$ cat src/rtl/wbps_pkg.sv
// Shared types, constants and helpers for the wildcard byte pattern scanner.
// No dependencies.
`default_nettype none

package wbps_pkg;

    localparam int PATTERN_MAX_DEF  = 16;
    localparam int ADDRESS_BITS_DEF = 32;
    localparam int POS_COUNT        = 16;
    localparam int LEN_CFG_W        = 5;
    localparam int ADDR_W           = 32;
    localparam int CFG_W            = 64;
    localparam int CFG_IDX_W        = 2;
    localparam int QUEUE_DEPTH      = 4;

    typedef enum logic [CFG_IDX_W-1:0] {
        CFG_PATTERN_LOW  = 2'd0,
        CFG_PATTERN_HIGH = 2'd1,
        CFG_WILDCARD     = 2'd2,
        CFG_LENGTH       = 2'd3
    } cfg_index_t;

    typedef struct packed {
        logic [CFG_W-1:0]     pattern_low;
        logic [CFG_W-1:0]     pattern_high;
        logic [POS_COUNT-1:0] wildcard_mask;
        logic [LEN_CFG_W-1:0] pattern_length;
    } cfg_t;

    typedef struct packed {
        logic [7:0]        data_byte;
        logic [ADDR_W-1:0] byte_address;
        logic              first_of_scan;
        logic              last_of_scan;
    } in_word_t;

    typedef struct packed {
        logic              found;
        logic [ADDR_W-1:0] match_address;
    } out_word_t;

    typedef struct packed {
        logic                 found;
        logic [ADDR_W-1:0]    byte_address;
        logic [LEN_CFG_W-1:0] len_minus_one;
    } q_entry_t;

    typedef struct packed {
        logic full;
        logic empty;
    } q_status_t;

    function automatic logic [7:0] pattern_byte(input cfg_t cfg, input logic [3:0] pos);
        logic [2*CFG_W-1:0] both;
        both = {cfg.pattern_high, cfg.pattern_low};
        return both[{pos, 3'b000} +: 8];
    endfunction

endpackage

`default_nettype wire

$ cat src/rtl/wbps_queue.sv
// Short result queue between the front end and the back end.
// Depends on wbps_pkg.
`default_nettype none

module wbps_queue
    import wbps_pkg::*;
(
    input  wire logic     clk,
    input  wire logic     rst_n,
    input  wire logic     push,
    input  wire q_entry_t push_entry,
    input  wire logic     pop,
    output q_entry_t      pop_entry,
    output q_status_t     status
);

    localparam int PTR_W = $clog2(QUEUE_DEPTH);
    localparam int CNT_W = $clog2(QUEUE_DEPTH + 1);

    q_entry_t         mem_reg [QUEUE_DEPTH];
    logic [PTR_W-1:0] wr_ptr_reg, rd_ptr_reg;
    logic [CNT_W-1:0] count_reg;
    logic             do_push, do_pop;

    assign status.full  = (count_reg == CNT_W'(QUEUE_DEPTH));
    assign status.empty = (count_reg == '0);
    assign do_push      = push & ~status.full;
    assign do_pop       = pop & ~status.empty;
    assign pop_entry    = mem_reg[rd_ptr_reg];

    always_ff @(posedge clk)
    begin
        if (do_push)
        begin
            mem_reg[wr_ptr_reg] <= push_entry;
        end
    end

    always_ff @(posedge clk or negedge rst_n)
    begin
        if (!rst_n)
        begin
            wr_ptr_reg <= '0;
            rd_ptr_reg <= '0;
            count_reg  <= '0;
        end
        else
        begin
            if (do_push)
            begin
                wr_ptr_reg <= wr_ptr_reg + PTR_W'(1);
            end
            if (do_pop)
            begin
                rd_ptr_reg <= rd_ptr_reg + PTR_W'(1);
            end
            unique case ({do_push, do_pop})
                2'b10:   count_reg <= count_reg + CNT_W'(1);
                2'b01:   count_reg <= count_reg - CNT_W'(1);
                default: count_reg <= count_reg;
            endcase
        end
    end

endmodule

`default_nettype wire

$ cat config.mk
export PLATFORM = sky130hd
export DESIGN_NAME = wbps_queue
export DESIGN_NICKNAME = d
export VERILOG_FILES = /design/src/rtl/wbps_pkg.sv /design/src/rtl/wbps_queue.sv
export SDC_FILE = /design/constraint.sdc
export NUM_CORES = 1
export LEC_CHECK = 0
export BUFFER_PORTS_ARGS = -buffer_cell sky130_fd_sc_hd__buf_2
export CAP_MARGIN = 15
export CORE_UTILIZATION = 49
export DETAILED_ROUTE_END_ITERATION = 10
export PLACE_DENSITY = 0.73
export SLEW_MARGIN = 30
export SYNTH_ARGS = -nofsm -noshare
export SYNTH_HDL_FRONTEND = slang
export SYNTH_SLANG_ARGS = --single-unit
$ cat constraint.sdc
create_clock -name clk -period 3.45 [get_ports clk]
set_input_delay 0.1725 -clock clk [delete_from_list [all_inputs] [get_ports clk]]
set_output_delay 0.1725 -clock clk [all_outputs]
set_load 0.1 [all_outputs]
==> impl_metrics.tcl <==
set metrics [dict create \
    cts_sinks 159 \
    diodes 0 \
    clk_latency_ns 0.42 \
    tightest_slew_ns 0.6482 \
    cts_tree "built" \
    synthesis.instances 236 \
    r2r-start "count_reg[2]" \
    drv_slew 0 \
    r2r_slack_ns 1.27 \
    grt_pass1_wl_um 16110 \
    fillCellCount 796 \
    htree_levels 4 \
    hp-class "input pin to asynchronous set/reset pin" \
    final_nets 422 \
    worstPathArrival_ns 2.36 \
    yosysTopAreaCell "edfxtp_1" \
    wl_per_cell_um 19.17 \
    ys_top_cells_by_area "edfxtp_1, mux4_2, dfrtp_1" \
    via_per_inst 5.245 \
    start_util_pct 51.31 \
    grt_pass1_vias 3050 \
    cp_cell_sequence "buf_12 -> mux4_2 -> buf_2" \
    worstPathMaxFanout 22 \
    synth_top_cell_area_share_pct 76.59 \
    max_freq_mhz 395.0 \
    synth_area_mm2 0.005959 \
    rr_worst_depth 4 \
    core_mm2 0.01161 \
    clkSlewWorstSetupHoldPaths_ns 0.06 \
    layout-drive-gt1-share_pct 41.09 \
    rsz0062_at_grt "false" \
    die-area_mm2 0.01261 \
    die-height_um 112.3 \
    setup_viol 0 \
    syn_avg_cell_area_um2 25.25 \
    ys_types 21 \
    vias 2780 \
    fin_crit_sh_pct 73.38 \
    clockRootBuffer "clkbuf_16" \
    criticalPathCategory "flop to output pin" \
    skew_ns 0.005510 \
    numCtsBuffers 17 \
    fin_crit_ns 2.532 \
    violations "design-rule violations" \
    postCtsSetupRepairBufs 0 \
    crit_path_end_kind "output pin" \
    place_congestion 0.6803 \
    ios 82 \
    largest_reg_flops 152 \
    drt_iter0_drc 183 \
    seq_area_frac_synth_pct 79.53 \
    wl_um 10160 \
    wl_met1_um 4338 \
    final.setup.tns_ns 0 \
    dr_wl_met3_um 482 \
    yosys_warnings 0 \
    drc 6 \
    die_w_um 112.3 \
    synth_seq_cells 159 \
    drtAntennaViolNets 0 \
    cts_resized 0 \
    antenna_found_initial 0 \
    grt_max_degree 40 \
    wl_met2_um 5172 \
    max_slew_margin_pct 56.79 \
    clockBufferDepth 2 \
    multi_input_area_mm2 0.001089 \
    drtPass1Iterations 7 \
    status "complete, but fails checks" \
    regArea_mm2 0.004745 \
    crit_required_ns 3.28 \
    maxCapViolCount 0 \
    overflow 0 \
    grtUsageTotal_pct 17.79 \
    syn_to_final_growth_pct 24.04 \
    hold_viol_final 0 \
    io_buffers 81 \
    hold_buffers 39 \
    cpMaxStageDelayCell "dfrtp_2" \
    rows 39 \
    start_kind "flop" \
    dp.final_hpwl_um 6132 \
    top_layer_used "met4" \
    critPathMaxStageDelay_ns 0.78 \
    synth_nets 284 \
    rr_endpoint "mem_reg[0][15]" \
]
==> Yosys cell counts (all sizes together) <==
| cell type | instances |
|---|---|
| xnor2 | 3 |
| fa | 1 |
| o31a | 1 |
| xor2 | 3 |
| nor2 | 1 |
| mux2 | 1 |
| edfxtp | 152 |
| dfrtp | 7 |
| ha | 5 |
| nand2 | 1 |
| and2 | 4 |
| nor2b | 1 |
| nor3 | 1 |
| buf | 9 |
| mux4 | 38 |
| mux2i | 1 |
| inv | 6 |
| nor3b | 1 |
==> cell usage in the layout, fill, tap and decap left out <==
master         netlist  routed
edfxtp_1           152     152
buf_2                3      81
dlygate4sd3_1        0      39
mux4_2              38      38
clkbuf_16            0      17
buf_4                1       7
inv_1                6       6
clkinv_2             0       6
clkinv_1             0       6
ha_1                 5       5
dfrtp_1              7       5
and2_2               0       4
xnor2_1              3       3
xor2_1               3       3
clkbuf_1             0       3
nor3_1               1       1
o31a_1               1       1
nor3b_2              1       1
nor2b_2              1       1
mux2i_1              1       1
mux2_4               1       1
nand2_1              1       1
nor2_1               1       1
fa_1                 1       1
buf_12               4       1
dfrtp_2              0       1
dfrtp_4              0       1
==> kinds of logic (layout without fill, tap and decap cells) <==
kind of cell	after synthesis	count (layout)	synth area share, %
AOI/OAI and AO/OA	1	1	0.1470
and+or+nand+nor	9	9	0.9865
xor gates and xnor gates	6	6	0.8820
buffers and inverters	15	166	2.288
muxes	40	40	14.78
adders and majority gates	6	6	1.386
DFF	159	159	79.53
==> metal layers <==
layer  up-vias  global-route usage (%)
li1       1263                       -
met1      1427                   22.15
met2        74                   29.28
met3        16                   5.022
met4         0                   8.178
met5         -                       0
==> critical path, delay by kind of cell, from the launching register on <==
kind	cells	cell delay (ns)
buffers and inverters	2	0.61
flip-flops	1	0.78
multiplexers	1	0.54
==> stage by stage <==
step                std cells  worst slack [ns]  area [um^2]  hold WS (ns)  utilization, %
floorplan                 236            0.3772         5959       -0.1231               -
global placement          459             1.274         6510       0.01261           56.05
detailed placement        459             1.243         6513       0.02283           56.08
CTS                       530            0.8297         7392        0.1166           63.65
global route              530            0.7733         7392        0.1400           63.65
finish                    530            0.9183         7392        0.1374           63.65
==> layout make-up <==
cell class	instances	share of cell area, %
clock inverters	12	0.7109
clock buffers	20	5.907
multi-input cells	62	14.73
inverters	6	0.3047
flip-flops and latches	159	64.18
well taps	143	2.420
repair buffers	128	11.75
==> how the worst max path moves through the flow <==
stage | slack [ns] | from | cells past startpoint | to
2_1_floorplan | 0.38 | count_reg[0] | 9 | count_reg[2]
3_3_place_gp | 1.27 | rd_ptr_reg[0] | 3 | pop_entry[5]
3_5_place_dp | 1.24 | count_reg[2] | 4 | mem_reg[0][12]
4_1_cts | 0.83 | rd_ptr_reg[0] | 3 | pop_entry[5]
5_1_grt | 0.77 | rd_ptr_reg[0] | 3 | pop_entry[5]
6_report | 0.92 | rd_ptr_reg[0] | 3 | pop_entry[5]
Power is not shown: default switching activity piles up to over one toggle a cycle in this logic, so the estimate is an artifact.
